### src/sicm_pkg.sv
// ----------------------------------------------------------------------------
// sicm_pkg
// Shared types and constants for the sorted interval cluster merge unit.
// ----------------------------------------------------------------------------
package sicm_pkg;

    localparam int unsigned COORD_W   = 31;
    localparam int unsigned POS_W     = 16;
    localparam int unsigned COUNT_W   = 21;
    localparam int unsigned FIRST_W   = 20;
    localparam int unsigned THR_W     = 16;

    // Stream index wraps at this many items.
    localparam int unsigned MAX_ITEMS = 1048576;
    localparam int unsigned IDX_W     = $clog2(MAX_ITEMS);

    // Result queue between the merge core and the output port.
    localparam int unsigned FIFO_DEPTH = 4;
    localparam int unsigned PTR_W      = $clog2(FIFO_DEPTH);
    localparam int unsigned LEVEL_W    = $clog2(FIFO_DEPTH + 1);

    // Signed width that holds read_length + read_from - read_to - 1.
    localparam int unsigned DIFF_W = POS_W + 3;

    typedef struct packed {
        logic [COORD_W-1:0] ref_start;
        logic [COORD_W-1:0] ref_stop;
        logic [POS_W-1:0]   read_from;
        logic [POS_W-1:0]   read_to;
        logic [POS_W-1:0]   read_length;
        logic               is_three_prime;
        logic               last_item;
    } item_t;

    typedef struct packed {
        logic [COORD_W-1:0] region_start;
        logic [COORD_W-1:0] region_stop;
        logic [COUNT_W-1:0] members;
        logic [COUNT_W-1:0] three_prime_members;
        logic [COUNT_W-1:0] five_prime_members;
        logic [COUNT_W-1:0] major_members;
        logic [FIRST_W-1:0] first_index;
        logic               final_cluster;
    } result_t;

    // Up to two results produced by one item, in order of delivery.
    typedef struct packed {
        logic [1:0] cnt;
        result_t    res0;
        result_t    res1;
    } push_t;

    function automatic logic [COUNT_W-1:0] sat_inc(input logic [COUNT_W-1:0] v);
        logic [COUNT_W-1:0] r;
        r = (v == {COUNT_W{1'b1}}) ? v : v + COUNT_W'(1);
        return r;
    endfunction

endpackage

### src/sicm_cluster_core.sv
// ----------------------------------------------------------------------------
// sicm_cluster_core
// Input register, running cluster state and the merge decision for one item.
// ----------------------------------------------------------------------------
module sicm_cluster_core (
    input  logic                        aclk,
    input  logic                        aresetn,
    input  logic                        in_valid,
    output logic                        in_ready,
    input  sicm_pkg::item_t             in_data,
    input  logic [sicm_pkg::THR_W-1:0]  min_trigger_len,
    input  logic                        room,
    output sicm_pkg::push_t             push
);
    import sicm_pkg::*;

    logic               held_reg;
    item_t              item_reg;

    logic               open_reg,  open_next;
    logic [COORD_W-1:0] begin_reg, begin_next;
    logic [COORD_W-1:0] end_reg,   end_next;
    logic [COUNT_W-1:0] mem_reg,   mem_next;
    logic [COUNT_W-1:0] three_reg, three_next;
    logic [COUNT_W-1:0] five_reg,  five_next;
    logic [COUNT_W-1:0] major_reg, major_next;
    logic [IDX_W-1:0]   first_reg, first_next;
    logic [IDX_W-1:0]   cnt_reg,   cnt_next;

    logic                     fire;
    logic signed [DIFF_W-1:0] unaligned;
    logic                     major;
    logic                     gap;
    logic                     join_open;
    result_t                  old_res;
    result_t                  new_res;

    assign fire     = held_reg && room;
    assign in_ready = !held_reg || fire;

    // read_length - (read_to - read_from + 1)
    assign unaligned = signed'(DIFF_W'(item_reg.read_length))
                     + signed'(DIFF_W'(item_reg.read_from))
                     - signed'(DIFF_W'(item_reg.read_to))
                     - signed'(DIFF_W'(1));
    assign major     = unaligned >= signed'(DIFF_W'(min_trigger_len));

    assign gap       = open_reg && (item_reg.ref_start > end_reg);
    assign join_open = open_reg && !gap;

    always_comb begin
        if (join_open) begin
            begin_next = begin_reg;
            end_next   = (item_reg.ref_stop > end_reg) ? item_reg.ref_stop : end_reg;
            mem_next   = sat_inc(mem_reg);
            three_next = item_reg.is_three_prime ? sat_inc(three_reg) : three_reg;
            five_next  = item_reg.is_three_prime ? five_reg : sat_inc(five_reg);
            major_next = major ? sat_inc(major_reg) : major_reg;
            first_next = first_reg;
        end else begin
            begin_next = item_reg.ref_start;
            end_next   = item_reg.ref_stop;
            mem_next   = COUNT_W'(1);
            three_next = COUNT_W'(item_reg.is_three_prime);
            five_next  = COUNT_W'(!item_reg.is_three_prime);
            major_next = COUNT_W'(major);
            first_next = cnt_reg;
        end
        open_next = !item_reg.last_item;
        if (item_reg.last_item || (cnt_reg == IDX_W'(MAX_ITEMS - 1))) begin
            cnt_next = '0;
        end else begin
            cnt_next = cnt_reg + IDX_W'(1);
        end
    end

    always_comb begin
        old_res.region_start        = begin_reg;
        old_res.region_stop         = end_reg;
        old_res.members             = mem_reg;
        old_res.three_prime_members = three_reg;
        old_res.five_prime_members  = five_reg;
        old_res.major_members       = major_reg;
        old_res.first_index         = FIRST_W'(first_reg);
        old_res.final_cluster       = 1'b0;

        new_res.region_start        = begin_next;
        new_res.region_stop         = end_next;
        new_res.members             = mem_next;
        new_res.three_prime_members = three_next;
        new_res.five_prime_members  = five_next;
        new_res.major_members       = major_next;
        new_res.first_index         = FIRST_W'(first_next);
        new_res.final_cluster       = 1'b1;

        // closed cluster goes first, the final one after it
        push.res0 = gap ? old_res : new_res;
        push.res1 = new_res;
        if (!fire) begin
            push.cnt = 2'd0;
        end else begin
            push.cnt = 2'(gap) + 2'(item_reg.last_item);
        end
    end

    always_ff @(posedge aclk) begin
        if (!aresetn) begin
            held_reg <= 1'b0;
            open_reg <= 1'b0;
            cnt_reg  <= '0;
        end else begin
            if (in_ready) begin
                held_reg <= in_valid;
            end
            if (fire) begin
                open_reg <= open_next;
                cnt_reg  <= cnt_next;
            end
        end
    end

    always_ff @(posedge aclk) begin
        if (in_ready && in_valid) begin
            item_reg <= in_data;
        end
        if (fire) begin
            begin_reg <= begin_next;
            end_reg   <= end_next;
            mem_reg   <= mem_next;
            three_reg <= three_next;
            five_reg  <= five_next;
            major_reg <= major_next;
            first_reg <= first_next;
        end
    end

endmodule

### src/sicm_result_fifo.sv
// ----------------------------------------------------------------------------
// sicm_result_fifo
// Small result queue: takes up to two results a cycle, delivers one while out_ready is high.
// ----------------------------------------------------------------------------
module sicm_result_fifo (
    input  logic                          aclk,
    input  logic                          aresetn,
    input  sicm_pkg::push_t               push,
    output logic                          room,
    output logic [sicm_pkg::LEVEL_W-1:0]  level,
    output logic                          out_valid,
    input  logic                          out_ready,
    output sicm_pkg::result_t             out_data
);
    import sicm_pkg::*;

    result_t            mem_reg [FIFO_DEPTH];
    logic [PTR_W-1:0]   wr_reg, wr_next;
    logic [PTR_W-1:0]   rd_reg, rd_next;
    logic [LEVEL_W-1:0] level_reg, level_next;
    logic               pop;
    logic [PTR_W-1:0]   wr_second;

    assign room      = level_reg <= LEVEL_W'(FIFO_DEPTH - 2);
    assign level     = level_reg;
    assign out_valid = level_reg != '0;
    assign out_data  = mem_reg[rd_reg];
    assign pop       = out_valid && out_ready;
    assign wr_second = wr_reg + PTR_W'(1);

    always_comb begin
        wr_next    = wr_reg + PTR_W'(push.cnt);
        rd_next    = pop ? rd_reg + PTR_W'(1) : rd_reg;
        level_next = level_reg + LEVEL_W'(push.cnt) - LEVEL_W'(pop);
    end

    always_ff @(posedge aclk) begin
        if (!aresetn) begin
            wr_reg    <= '0;
            rd_reg    <= '0;
            level_reg <= '0;
        end else begin
            wr_reg    <= wr_next;
            rd_reg    <= rd_next;
            level_reg <= level_next;
        end
    end

    always_ff @(posedge aclk) begin
        if (push.cnt != 2'd0) begin
            mem_reg[wr_reg] <= push.res0;
        end
        if (push.cnt == 2'd2) begin
            mem_reg[wr_second] <= push.res1;
        end
    end

endmodule

### src/sorted_interval_cluster_merge_unit.sv
// ----------------------------------------------------------------------------
// sorted_interval_cluster_merge_unit
// Merges start-sorted partial alignments into clusters and reports each one.
// ----------------------------------------------------------------------------
// Usage:
//   s_valid/s_ready/s_data carry one partial alignment per request, sorted by
//   ref_start. m_valid/m_ready/m_data carry one closed cluster per request.
//   cfg_valid/cfg_ready/cfg_data write min_trigger_len; write it only while
//   no request is in flight.
// Path: an accepted item waits in the input register until the result queue
//   has room for two results; its results are then written into the queue,
//   from which m_valid is driven.
// Throughput: one item per cycle while each item yields at most one result
//   and m_ready is high. An item that both closes a cluster and ends the
//   stream yields two, which the single output port delivers in turn. The
//   four-entry result queue sets how far the input runs ahead of the output.
// Stall: when m_ready stays low the queue level rises past two and s_ready
//   drops; nothing is dropped. Reset clears the open cluster, the item index,
//   the queue and min_trigger_len; the block takes items once it is released.
// ----------------------------------------------------------------------------
module sorted_interval_cluster_merge_unit (
    input  logic                          aclk,
    input  logic                          aresetn,
    input  logic                          s_valid,
    output logic                          s_ready,
    input  sicm_pkg::item_t               s_data,
    output logic                          m_valid,
    input  logic                          m_ready,
    output sicm_pkg::result_t             m_data,
    input  logic                          cfg_valid,
    output logic                          cfg_ready,
    input  logic [sicm_pkg::THR_W-1:0]    cfg_data
);
    import sicm_pkg::*;

    logic [THR_W-1:0]   thr_reg;
    push_t              push;
    logic               room;
    logic [LEVEL_W-1:0] level;

    assign cfg_ready = 1'b1;

    always_ff @(posedge aclk) begin
        if (!aresetn) begin
            thr_reg <= '0;
        end else if (cfg_valid) begin
            thr_reg <= cfg_data;
        end
    end

    sicm_cluster_core u_core (
        .aclk            (aclk),
        .aresetn         (aresetn),
        .in_valid        (s_valid),
        .in_ready        (s_ready),
        .in_data         (s_data),
        .min_trigger_len (thr_reg),
        .room            (room),
        .push            (push)
    );

    sicm_result_fifo u_fifo (
        .aclk      (aclk),
        .aresetn   (aresetn),
        .push      (push),
        .room      (room),
        .level     (level),
        .out_valid (m_valid),
        .out_ready (m_ready),
        .out_data  (m_data)
    );

`ifndef SYNTH
    a_level_bound: assert property (@(posedge aclk) disable iff (!aresetn)
        level <= LEVEL_W'(FIFO_DEPTH))
        else $error("result queue level above depth");

    a_push_room: assert property (@(posedge aclk) disable iff (!aresetn)
        (push.cnt != 2'd0) |-> (level <= LEVEL_W'(FIFO_DEPTH - 2)))
        else $error("results pushed without room for two");

    a_pop_only: assert property (@(posedge aclk) disable iff (!aresetn)
        (push.cnt == 2'd0 && m_valid && m_ready) |=> (level == $past(level) - LEVEL_W'(1)))
        else $error("queue level not decremented on pop");
`endif

endmodule
### config.mk
export PLATFORM = sky130hd
export DESIGN_NAME = sorted_interval_cluster_merge_unit
export DESIGN_NICKNAME = d
export VERILOG_FILES = /design/src/sicm_pkg.sv /design/src/sicm_cluster_core.sv /design/src/sicm_result_fifo.sv /design/src/sorted_interval_cluster_merge_unit.sv
export SDC_FILE = /design/constraint.sdc
export NUM_CORES = 2
export LEC_CHECK = 0
export ABC_CLOCK_PERIOD_IN_PS = 12600
export BUFFER_PORTS_ARGS = -buffer_cell sky130_fd_sc_hd__buf_2
export CORE_AREA = 5 5 290 292
export DETAILED_ROUTE_END_ITERATION = 10
export DIE_AREA = 0 0 295 297
export PLACE_DENSITY = 0.79
export SLEW_MARGIN = 20
export SYNTH_ARGS = -nofsm -noshare
export SYNTH_HDL_FRONTEND = slang
export SYNTH_SLANG_ARGS = --single-unit
### constraint.sdc
create_clock -name aclk -period 12.6 [get_ports aclk]
set_clock_uncertainty 0.15 [all_clocks]
set_input_delay 2.52 -clock aclk [delete_from_list [all_inputs] [get_ports aclk]]
set_output_delay 2.52 -clock aclk [all_outputs]
set_load 0.1 [all_outputs]
==> results by group <==
Route
  • DR vias: 34500
  • Initial DRT Pass Iterations: 6
  • ANT nets after route: 0
  • Final wirelength: 135 mm
  • DR vias/cell: 6.67
  • WL met3: 15.9 mm
  • Number of remaining DRC errors: 0
  • Metal-1 WL: 49.3 mm
  • Initial DRC count: 4468
  • WL met2: 64.2 mm
  • Top sig layer: met5
  • Wirelength per Cell: 26.1 um

Yosys
  • Post-synth EDFFs: 942
  • Seq cells post-synth: 993
  • YS warnings: 0
  • Cells after Synth: 3847
  • Syn Std Cell Area: 48900 um^2
  • Yosys top cell area share: 57.8%
  • Synth area leader: edfxtp_1
  • FFs w/ async S/R, synth: 0%
  • Largest cells by area after synthesis: edfxtp_1 58%, mux4_2 7.7%, a22o_1 6.0%
  • Netlist cell types: 76
  • Mapped Nets: 4103
  • Main synth FF type: edfxtp_1
  • Seq/Total Area, Yosys: 59.9%
  • Avg Cell Area, Syn: 12.7 um^2

Die
  • Core ar.: 81300 um^2
  • Die X: 295 um
  • Die Y: 297 um
  • Io pins: 303
  • Initial core utilization: 60.1%
  • # rows: 105
  • Die Area: 87600 um^2

Timing
  • Tmin final: 7.30 ns
  • RSZ-0062 raised after global routing: false
  • Final Cycle Share: 57.9%
  • Final Hold Viols: 0
  • Max Freq: 137 MHz
  • Worst-margin pin slew: 1.17 ns
  • Final setup fails: 0
  • Setup TNS: 0 ns
  • Max Transition Viols Final: 0
  • Headroom to the max-slew limit: 22.2%
  • Fin Hold WS: 0.322 ns

Clock network
  • TritonCTS clock tree: done
  • Clk sink count: 993
  • # resized after CTS: 0
  • CTS Buf Count: 103
  • Postcts setup bufs: 0
  • Largest buffer count on any clock path: 3
  • Hold buffers post-CTS: 0
  • Later-pin clock latency in the skew report: 0.67 ns
  • H-tree levels: 3
  • Root buffer cell: clkbuf_16
  • Clk slew on worst S/H paths: 0.06 ns

Worst setup path
  • Cells along the critical path: ha_1 > nand4_1 > nor4_1 > nand3_1 > o31ai_1 > nand2_1 > nand2_1 > inv_2 > ha_1 > o21ai_1 > nor2_1 > nor2_4 > inv_8 > nand3_1 > buf_4 > nand2_2 > buf_4 > o311ai_0 > o31ai_1
  • Max FO, Critical Path: 109
  • Required @ worst endpoint: 12.93 ns
  • CP peak stage delay: 0.76 ns
  • Crit end category: flop
  • Critical Path AT: 7.63 ns
  • Setup Crit Path Kind: flop to flop
  • Slowest CP cell: nor4_1
  • Reg2reg path depth: 19
  • Crit Reg-Reg Endpoint: u_fifo.mem_reg[3][24]$_DFFE_PP_
  • FF-to-FF setup slack: 5.30 ns
  • Type of origin of the critical path: flop
  • FF-to-FF Start: u_core.item_reg[109]$_DFFE_PP_

Place
  • HPWL Detailed: 78.7 mm
  • DP Area: 51200 um^2
  • Placer Congestion: 0.863
  • Buffers on Ports: 301

Worst hold path
  • Hold path cells: 2
  • Min-Delay Path Class: flop to flop
  • Min-delay src: u_fifo.mem_reg[3][0]$_SDFFE_PP1P_
  • Worst hold path endpoint: u_fifo.mem_reg[3][0]$_SDFFE_PP1P_

Finish
  • Final Core Density: 67.2%
  • Share of cells above drive strength 1: 17.8%
  • Largest register FFs: 668
  • Fin area: 54600 um^2
  • P&R area growth vs syn: 11.7%
  • Final nets: 4269

Status
  • Outcome: complete, no violations

Global route
  • First-pass GRT wire length: 204 mm
  • GR Util All Layers: 30.1%
  • Largest net degree at the start of global routing: 110
  • Gr ovfl total: 0
  • Initial antenna violation count: 5
  • Vias in the first global route: 34300

Power and ir drop
  • P per Cell Area: 196 nW/um^2
  • Power, Total: 10.7 mW
  • Leakage: 19.0 nW
  • Peak supply drop: 0.189 mV

Run
  • Number of max-cap violations: 0
## where the power goes
group / leakage [nW] / internal [mW] / switching [mW] / total, mW
sequential: 9.05 / 3.84 / 0.237 / 4.07
clock: 1.66 / 1.78 / 1.29 / 3.07
combinational: 8.28 / 0.866 / 2.72 / 3.58
## kinds of logic (layout without fill, tap and decap cells)
group,Yosys count,in the layout,synth area share [%]
flops,993,993,59.9
fa+ha+maj,123,123,3.19
mux,187,187,8.10
other cells,1,3,0.00767
buf+inv,441,696,3.49
compound gates,1007,1007,14.1
xor+xnor,120,120,2.15
simple gates,975,975,9.06
## worst max path at each step
stage / from / endpoint / slack (ns) / depth (start not counted)
2_1_floorplan: u_core.end_reg[20]$_DFFE_PP_ / u_fifo.mem_reg[2][8]$_DFFE_PP_ / 3.88 / 21
3_3_place_gp: u_core.item_reg[109]$_DFFE_PP_ / u_fifo.mem_reg[1][31]$_DFFE_PP_ / 5.74 / 18
3_5_place_dp: u_core.item_reg[109]$_DFFE_PP_ / u_fifo.mem_reg[3][31]$_DFFE_PP_ / 5.49 / 19
4_1_cts: u_core.item_reg[109]$_DFFE_PP_ / u_fifo.mem_reg[1][31]$_DFFE_PP_ / 5.44 / 19
5_1_grt: u_core.end_reg[29]$_DFFE_PP_ / u_fifo.mem_reg[1][31]$_DFFE_PP_ / 4.93 / 20
6_report: u_core.item_reg[109]$_DFFE_PP_ / u_fifo.mem_reg[3][24]$_DFFE_PP_ / 5.30 / 19
## per-layer routing
| layer | up-vias | GRT usage, % |
|---|---|---|
| li1 | 15100 | - |
| met2 | 2293 | 48.4 |
| met1 | 16700 | 40.5 |
| met3 | 390 | 6.34 |
| met4 | 10 | 12.3 |
| met5 | - | 0 |
## cells in the mapped netlist, types with 5 or more instances
cell	n
and2_1	30
or2_2	8
nor2_1	152
nand3_1	133
a21oi_1	298
a31oi_1	41
o21ai_1	38
nand2b_1	15
clkbuf_1	225
nor3_1	46
nand4_1	33
ha_1	120
dfxtp_1	51
a211oi_1	9
edfxtp_1	942
mux2i_1	18
and3_1	33
buf_2	26
nor2b_1	21
a211o_1	11
nor4_1	8
buf_1	40
o311ai_0	5
o22ai_1	26
xor2_1	59
or3_1	24
mux4_2	167
o311ai_1	5
nand2_1	444
and4_1	10
nor3b_1	8
o21a_1	15
a21o_1	22
o21ai_0	119
inv_1	143
xnor2_1	61
a22o_1	335
o31ai_1	30
## critical path, delay by kind of cell (launching register included)
kind            cells  cell delay, ns
buf+inv             4            1.66
fa+ha+maj           2            0.80
compound gates      4            0.81
simple gates        9            3.06
flops               1            0.51
## per-stage QoR
stage	setup slack, ns	cells
5_1_grt	4.93	5172
3_5_place_dp	5.49	4978
6_report	5.30	5174
3_3_place_gp	5.74	4978
4_1_cts	5.44	5172
2_1_floorplan	3.88	3847
## layout make-up
| cell class | instances | area, um^2 |
|---|---|---|
| Fill cell | 5617 | 26700 |
| Multi-Input combinational cell | 2413 | 18100 |
| Tap cell | 1070 | 1340 |
| Clock inverter | 59 | 587 |
| Timing Repair Buffer | 355 | 1920 |
| Antenna cell | 2 | 5.00 |
| Clock buffer | 135 | 2820 |
| Sequential cell | 993 | 29300 |
| Inverter | 147 | 589 |
## layout by cell type, fill, tap and decap left out, types with 45 or more instances in the layout
master     Yosys  routed
nand3_1      133     132
xnor2_1       61      61
buf_2         26     301
a21oi_1      298     295
buf_4          1      53
a22o_1       335     335
nor2_1       152     142
inv_1        143     140
edfxtp_1     942     942
mux4_2       167     167
nor3_1        46      45
o21ai_0      119     119
clkbuf_16      0     105
dfxtp_1       51      49
nand2_1      444     440
xor2_1        59      59
ha_1         120     120
No activity file was read; power rests on OpenSTA's default activity.
